**config.mk**
```make
export PLATFORM = sky130hd
export DESIGN_NAME = fpp_isqrt
export DESIGN_NICKNAME = d
export VERILOG_FILES = /design/src/fpp_pkg.sv /design/src/fpp_isqrt.sv
export SDC_FILE = /design/constraint.sdc
export NUM_CORES = 1
export LEC_CHECK = 0
export BUFFER_PORTS_ARGS = -buffer_cell sky130_fd_sc_hd__buf_4
export CORE_UTILIZATION = 54
export CTS_BUF_LIST = sky130_fd_sc_hd__clkbuf_8
export DETAILED_ROUTE_END_ITERATION = 8
export PLACE_DENSITY = 0.77
export SLEW_MARGIN = 30
export SYNTH_ARGS = -nofsm -noshare
export SYNTH_HDL_FRONTEND = slang
export SYNTH_SLANG_ARGS = --single-unit
```
**constraint.sdc**
```tcl
create_clock -name clock -period 2.7 [get_ports clock]
set_input_delay 0.405 -clock clock [delete_from_list [all_inputs] [get_ports clock]]
set_output_delay 0.405 -clock clock [all_outputs]
set_load 0.02 [all_outputs]
```
**src/fpp_pkg.sv**
```systemverilog
// shared sizes, types and state codes of the farthest point pair block
package fpp_pkg;

   localparam int MAX_POINTS     = 4096;
   localparam int COORD_BITS     = 24;

   localparam int IDX_BITS       = $clog2(MAX_POINTS);
   localparam int CNT_BITS       = $clog2(MAX_POINTS + 1);
   localparam int DIFF_BITS      = COORD_BITS + 1;
   localparam int PROD_BITS      = 2 * COORD_BITS;
   localparam int SUM_BITS       = PROD_BITS + 2;
   localparam int KEEP_BITS      = (SUM_BITS > 64) ? 64 : SUM_BITS;
   localparam int ROOT_BITS      = (KEEP_BITS + 1) / 2;
   localparam int RAD_BITS       = 2 * ROOT_BITS;
   localparam int ROOT_CNT_BITS  = $clog2(ROOT_BITS);

   localparam int OUT_INDEX_BITS = 12;
   localparam int OUT_SQ_BITS    = 50;
   localparam int OUT_DIST_BITS  = 25;

   typedef struct packed {
      logic signed [COORD_BITS-1:0] x;
      logic signed [COORD_BITS-1:0] y;
      logic signed [COORD_BITS-1:0] z;
   } point_type;

   typedef enum logic [1:0] {
      AXIS_X,
      AXIS_Y,
      AXIS_Z
   } axis_type;

   typedef enum logic [3:0] {
      ST_IDLE,
      ST_SETUP,
      ST_LOAD_I,
      ST_GET_I,
      ST_DX,
      ST_DY,
      ST_DZ,
      ST_CMP,
      ST_ROOT_GO,
      ST_ROOT_WAIT,
      ST_FINISH
   } fpp_state_type;

endpackage

```
**src/fpp_isqrt.sv**
```systemverilog
// floor square root, one result bit per cycle
module fpp_isqrt (
   input  logic                          clock,
   input  logic                          reset,
   input  logic                          start,
   input  logic [fpp_pkg::KEEP_BITS-1:0] radicand,
   output logic                          done,
   output logic [fpp_pkg::ROOT_BITS-1:0] root
);
   import fpp_pkg::*;

   logic                     busy_ff,  busy_in;
   logic                     done_ff,  done_in;
   logic [ROOT_CNT_BITS-1:0] cnt_ff,   cnt_in;
   logic [RAD_BITS-1:0]      rad_ff,   rad_in;
   logic [ROOT_BITS:0]       rem_ff,   rem_in;
   logic [ROOT_BITS-1:0]     root_ff,  root_in;
   logic [ROOT_BITS+1:0]     rem_shift;
   logic [ROOT_BITS+1:0]     trial;
   logic [ROOT_BITS+1:0]     rem_diff;
   logic                     take;

   assign rem_shift = {rem_ff[ROOT_BITS-1:0], rad_ff[RAD_BITS-1 -: 2]};
   assign trial     = {root_ff, 2'b01};
   assign take      = (rem_shift >= trial);
   assign rem_diff  = take ? (rem_shift - trial) : rem_shift;

   always_comb begin
      busy_in = busy_ff;
      done_in = 1'b0;
      cnt_in  = cnt_ff;
      rad_in  = rad_ff;
      rem_in  = rem_ff;
      root_in = root_ff;
      if (start) begin
         busy_in = 1'b1;
         cnt_in  = ROOT_CNT_BITS'(ROOT_BITS - 1);
         rad_in  = RAD_BITS'(radicand);
         rem_in  = '0;
         root_in = '0;
      end else if (busy_ff) begin
         rad_in  = {rad_ff[RAD_BITS-3:0], 2'b00};
         rem_in  = rem_diff[ROOT_BITS:0];
         root_in = {root_ff[ROOT_BITS-2:0], take};
         cnt_in  = cnt_ff - 1'b1;
         if (cnt_ff == '0) begin
            busy_in = 1'b0;
            done_in = 1'b1;
         end
      end
   end

   always_ff @(posedge clock) begin
      if (reset) begin
         busy_ff <= 1'b0;
         done_ff <= 1'b0;
      end else begin
         busy_ff <= busy_in;
         done_ff <= done_in;
      end
   end

   always_ff @(posedge clock) begin
      cnt_ff  <= cnt_in;
      rad_ff  <= rad_in;
      rem_ff  <= rem_in;
      root_ff <= root_in;
   end

   assign done = done_ff;
   assign root = root_ff;

endmodule

```
# Word level (Yosys, flattened, before mapping)
# Index checks and enable logic that the tools add are counted.
# totals
register_bits	107
elab_cells	20
# op_classes
addsub	2
magnitude_cmp	1
muxes	7
bitwise	1
reduce_logical	3
# ops
operator	n
2-to-1 mux 50 bit	2
>= comparator 27 bit	1
2-to-1 mux 25 bit	1
subtractor 25 bit	1
zero test 5 bit	1
subtractor 5 x 1 -> 5 bit, second input constant	1
2-to-1 mux 1 bit	4
OR reduction 3 bit	1
nonzero test 2 bit	1
inverter 1 bit	1

# Logic depth before layout (Yosys ltp)
# depth
depth_word	4
mapped_depth	12
ltp_nobuf	9

# Worst setup path before layout
# No wires, ideal clock.
# synth_path
path_kind	reg2reg
startpoint	register root_ff[11] (netlist: root[11])
endpoint	register rem_ff[21]
setup_ps	143
arrival_ps	2636
t_required_ps	2557
setup_slack_ps	-80
stages_incl_launch_ff	11
path_buffers	1
period_less_slack_ps	2780
cell_sequence	dfxtp_1 -> inv_1 -> ha_1 -> buf_2 -> and3_1 -> and3_1 -> a22o_2 -> or4b_2 -> a31o_2 -> o211ai_1 -> a311oi_1
# synth_between
elab_chain_len	2
word_cells_on_any_way	3
classes_between	1 x add/sub; 1 x order compare; 1 x mux
# synth_rtl
item	line	source
start, declared	fpp_isqrt.sv:17	logic [ROOT_BITS-1:0] root_ff, root_in;
start signal, assigned	fpp_isqrt.sv:67	root_ff <= root_in;
subtractor 25 bit / >= comparator 27 bit (equally long branches)	fpp_isqrt.sv:26, fpp_isqrt.sv:25	
2-to-1 mux 25 bit *	fpp_isqrt.sv:26	assign rem_diff = take ? (rem_shift - trial) : rem_shift;
end signal, assigned	fpp_isqrt.sv:66	rem_ff <= rem_in;
end, declared	fpp_isqrt.sv:16	logic [ROOT_BITS:0] rem_ff, rem_in;
# Every way passes the cells marked *; elsewhere a longest branch is shown, timed or not.
# A chain may end at the register's enable or synchronous reset.

# Worst setup path in the final report
# layout_path
startpoint	register root_ff[16] (netlist: root[16])
endpoint	register rem_ff[18]
# The elaborated chain is that of the path after synthesis.

==> results by group <==
Outcome
  – Status: completed

Place
  – Gpl congestion: 0.942
  – Worst slack, placed: -0.0510 ns
  – Area after DPL: 6960 sq um
  – Port bufs: 78
  – HPWL Detailed: 9770 microns

Synthesis
  – Compound-Gate Fraction of Synth Area: 0.155
  – Post-Syn Instances: 573
  – Synth Warn #: 0
  – Netlist Area Pre-Place: 5850 sq um
  – Unique masters post-synth: 59
  – FFs w/ async S/R, synth: 0
  – Post-synth EDFFs: 50
  – Sequential area share after synthesis: 0.451
  – Flops & latches, synth: 107
  – Main synth FF type: dfxtp_1
  – Avg Synthesized Cell Area: 10.2 sq um
  – Post-Synth Adder-Cell Area: 0.0598
  – Simple-Gate Fraction of Synth Area: 0.133
  – Syn_nets: 654
  – XOR/XNOR share of the synthesized area: 0.0224
  – Largest family of logic cells by synthesized area: compound AO/OA/AOI/OAI gates
  – Mux contribution to synthesized area: 0.133

Timing
  – Worst hold slack: 0.164 ns
  – Fin crit period: 2.60 ns
  – Final period utilization: 0.963
  – Worst slew margin: 0.412
  – Max Clock Skew: 0.0130 ns
  – Tightest Pin Transition: 0.878 ns
  – Final Worst Setup Slack: 0.101 ns
  – Fmax: 385 MHz
  – Slew Viols, Final: 0
  – Hold Fails Final Rpt: 0
  – Final setup violation count: 0

Min path
  – Hold EP: busy_ff
  – Min-delay src: reset
  – Hold depth: 2
  – Hold Path Class: in -> reg

Clocking
  – CTS tree: yes
  – Sink Count: 107
  – CTS Buf Count: 9
  – CTS H-tree lvls: 3
  – CTS root buffer: clkbuf_8
  – # hold bufs at CTS: 0
  – Skew-Pair Late Insertion Delay: 0.40 ns
  – Clk buf depth: 2
  – Clock-pin slew on the worst setup and hold paths: 0.10 ns

Setup path
  – Crit Path Category: reg -> reg
  – Capturing point of the worst reg2reg path: rem_ff[18]
  – Top delay family on crit path: compound AO/OA/AOI/OAI gates
  – Critical Path Source Type: flop
  – FF-to-FF setup slack: 0.10 ns
  – Crit-path max FO: 6
  – CP Data Required Time: 3.02 ns
  – RR Startpoint: root[16]
  – Largest stage delay on the critical path: 0.39 ns
  – Critical Path Slowest Stage Cell: a2111o_1
  – CP bufs+invs: 2
  – Arr. time, crit path: 2.92 ns
  – Critical path, cell by cell: inv_1 > ha_4 > and4_4 > and3_4 > o2111a_2 > nor3_4 > a2111o_1 > buf_4 > a211o_1 > a311oi_2
  – Worst Reg-to-Reg Cells: 10
  – Setup crit end kind: flop

Pwr
  – Sw frac: 0.425
  – Part of the power in registers: 0.268
  – Clock power share: 0.124
  – VDD IR max: 645 uV
  – Cell Int Power: 0.00453 W
  – Leakage: 2.96 nW
  – PwrDens: 1060 nW/um^2
  – Sw power: 0.00335 W
  – Combinational power share: 0.609

Cells and area
  – Fin nets: 778
  – Post-route design area: 7400 sq um
  – ANT cells: 0
  – Commonest cells after routing, fill and taps aside: buf_4 (138), nor2_1 (63), edfxtp_1 (50)
  – Share of cells above drive strength 1: 0.355
  – Most common cell after layout, fill and taps aside: buf_4
  – Area growth, synth to finish: 26.4%
  – Layout Utilization: 0.710

Global route
  – Layer with the highest usage: met2
  – Initial antenna violation count: 0
  – Largest net degree at the start of global routing: 51
  – Vias in the first global route: 4769
  – Routing usage on met2: 0.417
  – Grt total ovfl: 0
  – Global routing met3 resource utilization: 0.0466
  – First-pass GRT wire length: 22100 microns
  – GRT Overall Usage: 0.249
  – Met1 Usage GRT: 0.307

Die
  – I/O pins: 79
  – Die Wd: 106 microns
  – # rows: 37
  – Initial Utilization: 0.562
  – Die height: 106 microns
  – Die area: 11300 sq um
  – Core area: 10400 sq um

Drt
  – DRT iter0 DRCs: 386
  – DR pass1 iterations: 5
  – Wire per inst: 16.6 microns
  – Antenna-violating nets left: 0
  – Routed WL: 13900 microns
  – Remaining DRCs: 0
  – Vias post-DR: 4889
  – Vias per inst: 5.83

Run
  – Max-cap violations: 0
cell usage after synthesis (6+ instances only):
cell type / number / share of area
nand4_1: 8 / 0.0085
buf_2: 6 / 0.0051
a21oi_1: 19 / 0.016
nor2_1: 64 / 0.041
a211oi_1: 8 / 0.010
a311oi_1: 14 / 0.021
edfxtp_1: 50 / 0.26
o211ai_1: 10 / 0.013
o21ai_0: 18 / 0.015
nand2b_1: 7 / 0.0075
xnor2_1: 10 / 0.015
mux2i_1: 24 / 0.041
ha_1: 28 / 0.060
a21o_1: 9 / 0.012
dfxtp_1: 57 / 0.19
clkbuf_1: 18 / 0.012
inv_1: 37 / 0.024
nor3_1: 12 / 0.010
nand3_1: 21 / 0.018
a31oi_1: 6 / 0.0064
nand2_1: 26 / 0.017
mux2_2: 48 / 0.092
per-layer routing:
metal	vias to the layer above	part of all wire
met5	-	0
met4	0	0.025
met3	27	0.058
met2	181	0.49
met1	2323	0.43
li1	2358	-
how the worst max path moves through the flow:
stage              from  cells past startpoint         end  slack (ns)
2_1_floorplan  root[11]                     10  rem_ff[21]       0.007
3_3_place_gp   root[14]                     10   rem_ff[4]        0.05
3_5_place_dp   root[14]                     10   rem_ff[4]       -0.05
4_1_cts        root[13]                     10   rem_ff[4]       0.003
5_1_grt        root[17]                     11   rem_ff[4]       -0.04
6_report       root[16]                     10  rem_ff[18]        0.10
registers in the layout, indices dropped and copies added, names as in the netlist:
register	flops
done	1
root	25
busy_ff	1
rem_ff	25
rad_ff	50
cnt_ff	5
timing repair:
item                       4_1_cts  5_1_grt
setup buffers                    1        4
pin swaps                        1        9
gates resized for setup          8       22
setup endpoints to repair        4       15
layout make-up:
class                           count  area [sq um]
Tap cell                          136           170
Clock buffer                        9           124
Timing Repair Buffer              141          1090
Sequential cell                   107          2650
Multi-Input combinational cell    401          3160
Fill cell                         774          3020
Inverter                           37           139
Clock inverter                      7          63.8
stage by stage:
stage / power [W] / setup TNS, ns / std cells
global route: 0.00835 / -0.188 / 838
floorplan: 0.00496 / 0 / 573
global placement: 0.00634 / 0 / 817
CTS: 0.00752 / 0 / 834
detailed placement: 0.00644 / -0.100 / 817
finish: 0.00788 / 0 / 838
cells by family after synthesis:
kind of cell    count (synthesis)
compound gates                123
xor+xnor                       15
fa+ha+maj                      28
buf+inv                        65
flops                         107
mux                            72
simple gates                  163
power groups by stage:
stage	Combinational [W]	Sequential [W]	Clock [W]
2_1_floorplan	0.00289	0.00208	0
3_3_place_gp	0.00425	0.00210	0
3_5_place_dp	0.00433	0.00211	0
4_1_cts	0.00443	0.00208	0.00101
5_1_grt	0.00516	0.00213	0.00106
6_report	0.00480	0.00211	0.000973
Note: power is estimated with default switching activity, not from simulation.
