File: config.mk
export PLATFORM = sky130hd
export DESIGN_NAME = fpp_sq_unit
export DESIGN_NICKNAME = d
export VERILOG_FILES = /design/src/fpp_pkg.sv /design/src/fpp_sq_unit.sv
export SDC_FILE = /design/constraint.sdc
export NUM_CORES = 1
export LEC_CHECK = 0
export BUFFER_PORTS_ARGS = -buffer_cell sky130_fd_sc_hd__buf_2
export CORE_MARGIN = 2
export CORE_UTILIZATION = 63
export DETAILED_ROUTE_END_ITERATION = 8
export PLACE_DENSITY = 0.8
export SLEW_MARGIN = 20
export SYNTH_ARGS = -nofsm -noshare
export SYNTH_HDL_FRONTEND = slang
export SYNTH_SLANG_ARGS = --single-unit
File: constraint.sdc
create_clock -name clock -period 16.63 [get_ports clock]
set_clock_uncertainty 0.05 [all_clocks]
set_input_delay 2.4945 -clock clock [delete_from_list [all_inputs] [get_ports clock]]
set_output_delay 2.4945 -clock clock [all_outputs]
set_load 0.02 [all_outputs]
File: src/fpp_pkg.sv
// shared sizes, types and state codes of the farthest point pair block
package fpp_pkg;

   localparam int MAX_POINTS     = 4096;
   localparam int COORD_BITS     = 24;

   localparam int IDX_BITS       = $clog2(MAX_POINTS);
   localparam int CNT_BITS       = $clog2(MAX_POINTS + 1);
   localparam int DIFF_BITS      = COORD_BITS + 1;
   localparam int PROD_BITS      = 2 * COORD_BITS;
   localparam int SUM_BITS       = PROD_BITS + 2;
   localparam int KEEP_BITS      = (SUM_BITS > 64) ? 64 : SUM_BITS;
   localparam int ROOT_BITS      = (KEEP_BITS + 1) / 2;
   localparam int RAD_BITS       = 2 * ROOT_BITS;
   localparam int ROOT_CNT_BITS  = $clog2(ROOT_BITS);

   localparam int OUT_INDEX_BITS = 12;
   localparam int OUT_SQ_BITS    = 50;
   localparam int OUT_DIST_BITS  = 25;

   typedef struct packed {
      logic signed [COORD_BITS-1:0] x;
      logic signed [COORD_BITS-1:0] y;
      logic signed [COORD_BITS-1:0] z;
   } point_type;

   typedef enum logic [1:0] {
      AXIS_X,
      AXIS_Y,
      AXIS_Z
   } axis_type;

   typedef enum logic [3:0] {
      ST_IDLE,
      ST_SETUP,
      ST_LOAD_I,
      ST_GET_I,
      ST_DX,
      ST_DY,
      ST_DZ,
      ST_CMP,
      ST_ROOT_GO,
      ST_ROOT_WAIT,
      ST_FINISH
   } fpp_state_type;

endpackage

File: src/fpp_sq_unit.sv
// shared squared-difference unit: one coordinate of a pair per cycle, product registered
module fpp_sq_unit (
   input  logic                          clock,
   input  fpp_pkg::point_type            point_a,
   input  fpp_pkg::point_type            point_b,
   input  fpp_pkg::axis_type             axis_sel,
   output logic [fpp_pkg::PROD_BITS-1:0] sq_prod
);
   import fpp_pkg::*;

   logic signed [COORD_BITS-1:0] coord_a;
   logic signed [COORD_BITS-1:0] coord_b;
   logic signed [DIFF_BITS-1:0]  diff;
   logic signed [DIFF_BITS-1:0]  diff_neg;
   logic [COORD_BITS-1:0]        mag;
   logic [PROD_BITS-1:0]         sq_ff;
   logic [PROD_BITS-1:0]         sq_in;

   always_comb begin
      case (axis_sel)
         AXIS_X: begin
            coord_a = point_a.x;
            coord_b = point_b.x;
         end
         AXIS_Y: begin
            coord_a = point_a.y;
            coord_b = point_b.y;
         end
         AXIS_Z: begin
            coord_a = point_a.z;
            coord_b = point_b.z;
         end
         default: begin
            coord_a = point_a.x;
            coord_b = point_b.x;
         end
      endcase
   end

   // |a - b| always fits the coordinate width
   assign diff     = DIFF_BITS'(coord_a) - DIFF_BITS'(coord_b);
   assign diff_neg = -diff;
   assign mag      = diff[DIFF_BITS-1] ? diff_neg[COORD_BITS-1:0] : diff[COORD_BITS-1:0];
   assign sq_in    = PROD_BITS'(mag) * PROD_BITS'(mag);

   always_ff @(posedge clock) begin
      sq_ff <= sq_in;
   end

   assign sq_prod = sq_ff;

endmodule

# Word-level counts from Yosys, hierarchy flattened
# Cells that the tools add are included.
# word_totals
wordCells,9
out_inout_bits,48
register_bits,48
# classes
n_mux,3
n_mul,1
addsub,2
n_eq_ne,2
# ops
op,count
24-bit case mux with 2 select lines,2
24-bit by 24-bit multiplier with 48-bit output,1
24-bit by 24-bit subtractor with 25-bit output,1
24-bit two-way mux,1
24-bit negator,1
"2-bit by 1-bit equality test with 1-bit output, second input constant",1
"2-bit equality test, second input constant",1

# Logic depth before layout (Yosys ltp)
# Gate-level depths: netlist of the first run.
# logic_depth
depth_word,6
ltp_mapped,48

# Least setup slack after synthesis of the first run
# OpenSTA, ideal clock, no wires.
# synth_path
path_kind,input -> register
from,input axis_sel[0]
to,register sq_ff[47] (netlist: sq_prod[47])
t_arrival_ps,13015
cell_stages,42
path_slack_ps,3436
path_buffers,5
cell_sequence,inv_1 -> ha_1 -> clkbuf_1 -> clkbuf_1 -> clkbuf_1 -> a21oi_1 -> ha_1 -> inv_1 -> fa_1 -> a211o_1 -> a211oi_2 -> o22ai_1 -> or4_4 -> nand3_1 -> o211ai_1 -> o21a_1 -> buf_2 -> o21bai_1 -> (+6 left out) -> inv_1 -> fa_1 -> fa_1 -> inv_1 -> fa_1 -> fa_1 -> ha_1 -> and3_1 -> and2_1 -> a221o_1 -> nor3_1 -> o21ai_0 -> a21bo_2 -> a221o_1 -> nand4_1 -> nand2_1 -> a21oi_1 -> xnor3_1
# synth_between
elab_chain_cells,6
elab_cells_between_ends,8
classes_between,2 x add/sub; 1 x mul; 2 x eq/ne; 3 x mux
# synth_lines
element,line,source
start: declaration,fpp_sq_unit.sv:6,"input fpp_pkg::axis_type axis_sel,"
2-bit equality test or 2-bit by 1-bit equality test with 1-bit output (tied branches),fpp_sq_unit.sv:20,case (axis_sel)
24-bit case mux with 2 select lines,fpp_sq_unit.sv:20,
24-bit by 24-bit subtractor with 25-bit output (*),fpp_sq_unit.sv:41,assign diff = DIFF_BITS'(coord_a) - DIFF_BITS'(coord_b);
24-bit negator,fpp_sq_unit.sv:42,assign diff_neg = -diff;
24-bit two-way mux (*),fpp_sq_unit.sv:43,assign mag = diff[DIFF_BITS-1] ? diff_neg[COORD_BITS-1:0] : diff[COORD_BITS-1:0];
24-bit by 24-bit multiplier with 48-bit output (*),fpp_sq_unit.sv:44,assign sq_in = PROD_BITS'(mag) * PROD_BITS'(mag);
named net sq_in[47],fpp_sq_unit.sv:17,logic [PROD_BITS-1:0] sq_in;
end signal: assignment,fpp_sq_unit.sv:47,sq_ff <= sq_in;
end: declaration,fpp_sq_unit.sv:16,logic [PROD_BITS-1:0] sq_ff;
# The timed path passes the listed nets; every way through them passes the cells marked *.

# Worst setup path in the final report of the first run
# Same ends and word-level chain as after synthesis.

==> results of run 1 <==
==> cell type report <==
type | instances | area, um2
flip-flops and latches | 47 | 941
fillers | 2419 | 9470
multi-input cells | 1552 | 16200
repair buffers | 217 | 1150
clock inverters | 3 | 67.6
clock buffers | 5 | 125
well taps | 396 | 495
inverters | 546 | 2050
==> metal layers <==
layer / vias to the layer above / track usage [%] / wire length [um] / share of wire [%]
met5: - / 0 / 0 / 0
met4: 0 / 12.4 / 2080 / 4.1
met3: 184 / 7.56 / 4920 / 9.6
met2: 789 / 54.9 / 24400 / 48
met1: 7746 / 42.4 / 19700 / 39
li1: 7132 / - / - / -
==> how the worst min path moves through the flow <==
| stage | from | endpoint | slack (ps) | cells past startpoint |
|---|---|---|---|---|
| 2_1_floorplan | sq_prod[0]$_DFF_P_ | sq_prod[0] | 2780 | 0 |
| 3_3_place_gp | sq_prod[25]$_DFF_P_ | sq_prod[25] | 2860 | 1 |
| 3_5_place_dp | sq_prod[25]$_DFF_P_ | sq_prod[25] | 2860 | 1 |
| 4_1_cts | sq_prod[25]$_DFF_P_ | sq_prod[25] | 3220 | 1 |
| 5_1_grt | sq_prod[21]$_DFF_P_ | sq_prod[21] | 3230 | 1 |
| 6_report | sq_prod[25]$_DFF_P_ | sq_prod[25] | 3210 | 1 |
==> worst max-delay path, delay by kind of cell <==
kind            cells  cell delay, ps
buf+inv             6            1060
compound gates     11            3260
simple gates       10            2410
xor+xnor            2             670
fa+ha+maj          11            5500
==> cell usage in the layout (no fill, tap or decap), types with 12 or more instances in the layout <==
cell	netlist	layout
nand4_1	12	12
buf_4	1	24
xnor2_1	53	50
nor2_1	229	229
nand3_1	14	14
dfxtp_1	47	47
a22oi_1	50	50
a21o_1	40	40
xor2_1	27	27
o21ai_0	49	49
nand2b_1	16	16
inv_1	538	538
a21oi_1	93	93
buf_2	26	193
nand2_1	172	172
ha_1	197	196
o21a_1	13	13
fa_1	423	423
==> logic make-up (layout without fill, tap and decap cells) <==
logic type	count (synthesis)	count (layout)	share of synthesized area (%)
adder cells (fa/ha/maj)	620	620	56.0
AO/OA/AOI/OAI	328	328	11.1
XOR/XNOR	85	85	4.04
AND/OR/NAND/NOR	512	512	11.4
other	1	1	0.0192
flip-flops	47	47	4.82
buffers and inverters	627	771	12.3
multiplexers	6	6	0.327
==> stage by stage <==
stage	cell area, um2	setup slack (ps)	util, %	std cells	hold slack (ps)
after floorplan	19500	3440	-	2226	2780
after global placement	20800	1540	68.3	2758	2860
after detailed placement	20800	1240	68.3	2758	2860
after CTS	21000	1550	68.9	2766	3220
after global routing	21000	543	69.0	2766	3230
final	21000	1400	69.0	2766	3210
==> reports/qor.csv, run 1 <==
metric,value,unit
Core Box Area,30500,um2
chip height,180,um
Post-route DRC,0,
Worst-Margin Slew,1140,ps
post-route ant nets,0,
Final #Nets,3136,
ys flop type,dfxtp_1,
dpl hpwl,42900,um
"CTS clk-pin slew, worst paths",90,ps
synthesized cell area,19500,um2
outcome,"complete, no violations",
gr usage total,33.1,%
final setup fails,0,
Post-synth top cells,"inv_1, fa_1, nor2_1",
CP Capture Point,sq_prod[47]$_DFF_P_,
RSZ-0062 raised after global routing,no,
Layout area overhead,7.84,%
CTS tree,built,
DR WL/cell,18.5,um
synth top area cells,"fa_1, ha_1, inv_1",
cells after synthesis,2226,
f_max,0.0657,GHz
Synth cell types,74,
Vias,15900,
post-synthesis net count,2993,
number of global-route vias before repair,17200,
CTS buffer count,5,
yosys warns,0,
htree depth,2,
CP most frequent cell,fa_1,
slowest cell on the critical path,ha_2,
startpoint types,input pin,
Root Buffer,clkbuf_16,
Antenna Cells,0,
Starting Density,64.0,%
GP Congestion,0.974,
Post-CTS Setup Inserts,0,
fin crit share,91.6,%
top-count cell post-synth,inv_1,
max FFs per register,47,
HP Class,reg -> out,
DRC marker count from the first detailed-route iteration,1291,
max_cap viols,0,
clk sink count,47,
max-slew violations,0,
TritonRoute pass-1 iters,6,
sequential-to-total area share from yosys stat,4.82,%
final setup TNS,0,ps
crit-path max FO,65,
number of I/O pins,195,
min cycle time layout,15230,ps
layout cells sized above 1,11.4,%
row cnt,64,
largest net degree at the start of global routing,66,
CP startpoint,axis_sel[0],
Synth Register Bits,47,
# hold bufs at CTS,0,
"Remaining Overflow, GRT",0,
Rel. slew slack,23.9,%
IO Port Bufs,193,
global-route wire length before repair,85000,um
"Hold Violations, Final",0,
number of enable flip-flop cells after synthesis,0,
crit path kind,in -> reg,
Crit path largest cell delay,950,ps
post-CTS sizing,0,
Critical Path RT,16820,ps
Post-synth ARST share,0,%
antenna violations before repair,1,
Yosys top cell area share,43.4,%
Die Wd,180,um
average size of a mapped cell,8.77,um2
Total Routed Length,51100,um
Worst EP arrival,15420,ps
via density per instance,5.73,
CP endpoint kind,flip-flop,
Die ar.,32400,um2
Clock Path Buffers,2,
leading area contributor after synthesis,fa_1,
Power of run 1 is not shown: default switching activity piles up to over one toggle a cycle in this logic, so the estimate is an artifact.
==> run 2: changes to the inputs <==
Settings changed: CORE_MARGIN 2 to default.
==> run 2 against run 1 <==
Sequential share of layout area about the same. Via count decreased by 1.2%. Non-clock buffer count unchanged. Cell count is the same. Critical path depth unchanged.
==> reports/qor.csv, run 2 (synthesized netlist as in run 1, its figures left out) <==
metric,value,unit,change
"Hold Violations, Final",0,,unchanged
max_cap viols,0,,unchanged
gr usage total,34.1,%,+1.0 points
# hold bufs at CTS,0,,unchanged
"CTS clk-pin slew, worst paths",100,ps,about the same
"most common cell after layout, fill and taps aside",inv_1,,
post-CTS sizing,0,,unchanged
startpoint types,input pin,,
Critical Path RT,16810,ps,about the same
final hold slack,3200,ps,-8.67 ps
HP Class,reg -> out,,
f_max,0.0663,GHz,+0.97%
Antenna Cells,0,,unchanged
GP Congestion,0.935,,-4.0%
Vias,15700,,-1.2%
TritonRoute pass-1 iters,6,,unchanged
Total Routed Length,50100,um,-1.8%
Worst EP arrival,15270,ps,-150 ps
fin crit share,90.7,%,-0.88 points
Post-CTS Setup Inserts,0,,unchanged
Hold Startpoint,sq_prod[25]$_DFF_P_,,
Layout area overhead,7.75,%,about the same
global-route wire length before repair,83000,um,-2.3%
CTS buffer count,5,,unchanged
outcome,"complete, no violations",,
Rel. slew slack,31.0,%,+7.1 points
row cnt,64,,unchanged
RSZ-0062 raised after global routing,no,,
max-slew violations,0,,unchanged
"Remaining Overflow, GRT",0,,unchanged
min cycle time layout,15080,ps,-147 ps
via density per instance,5.66,,-1.2%
most frequent cells in the layout,"inv_1, fa_1, nor2_1",,
Final #Nets,3136,,unchanged
IO Port Bufs,193,,unchanged
dpl hpwl,42000,um,-2.0%
final setup TNS,0,ps,unchanged
CTS tree,built,,
design area,21000,um2,about the same
Starting Density,64.0,%,unchanged
DRC marker count from the first detailed-route iteration,1191,,-7.7%
number of global-route vias before repair,16700,,-2.6%
layout cells sized above 1,11.3,%,-0.042 points
CP endpoint kind,flip-flop,,
CP most frequent cell,fa_1,,
Clock Path Buffers,2,,unchanged
largest net degree at the start of global routing,79,,+20%
crit path kind,in -> reg,,
clk sink count,47,,unchanged
hold path depth,1,,unchanged
Worst Hold End,sq_prod[25],,
htree depth,2,,unchanged
Crit path largest cell delay,830,ps,-120 ps
Area after DPL,20800,um2,about the same
crit-path max FO,48,,-26%
number of I/O pins,195,,unchanged
Core Box Area,30500,um2,unchanged
Worst-Margin Slew,1030,ps,-107 ps
DR WL/cell,18.1,um,-1.8%
post-route ant nets,0,,unchanged
chip height,178,um,-1.1%
slowest cell on the critical path,xor2_1,,
Die ar.,31700,um2,-2.2%
Post-route DRC,0,,unchanged
final setup fails,0,,unchanged
Root Buffer,clkbuf_16,,
Die Wd,178,um,-1.1%
antenna violations before repair,1,,unchanged
max FFs per register,47,,unchanged
-- run 2: worst max path at each step --
stage                      from                   to  slack (ps)  cells past startpoint
global route        axis_sel[0]  sq_prod[44]$_DFF_P_         920                     42
finish              axis_sel[0]  sq_prod[47]$_DFF_P_        1550                     40
CTS                 axis_sel[0]  sq_prod[47]$_DFF_P_        1780                     40
global placement    axis_sel[0]  sq_prod[47]$_DFF_P_        1800                     40
floorplan           axis_sel[0]  sq_prod[47]$_DFF_P_        3440                     42
detailed placement  axis_sel[0]  sq_prod[47]$_DFF_P_        1410                     40
-- run 2: metal layers --
layer  vias to the layer above  global-route usage, %  part of all wire [%]
li1                       7131                      -                     -
met1                      7700                   43.2                    39
met2                       677                   56.8                    48
met3                       150                   7.99                   9.0
met4                         0                   12.6                   3.7
met5                         -                      0                     0
-- run 2: final cells by class --
class / instances / area, um2
Fill cell: 2442 / 9480
Inverter: 546 / 2050
Clock inverter: 3 / 67.6
Sequential cell: 47 / 941
Tap cell: 396 / 495
Clock buffer: 5 / 125
Multi-Input combinational cell: 1552 / 16200
Timing Repair Buffer: 217 / 1150
-- run 2: metrics by stage --
stage / setup slack [ps] / cells / utilization, %
6_report: 1550 / 2766 / 68.9
5_1_grt: 917 / 2766 / 68.9
4_1_cts: 1780 / 2766 / 68.9
3_5_place_dp: 1410 / 2758 / 68.3
3_3_place_gp: 1800 / 2758 / 68.3
2_1_floorplan: 3440 / 2226 / -
-- run 2: worst max-delay path, delay by kind of cell --
kind | cells | cell delay, ps
simple gates | 8 | 1800
xor+xnor | 2 | 1210
buf+inv | 6 | 710
fa+ha+maj | 11 | 5230
compound gates | 13 | 3780
Power of run 2 is left out for the same reason.
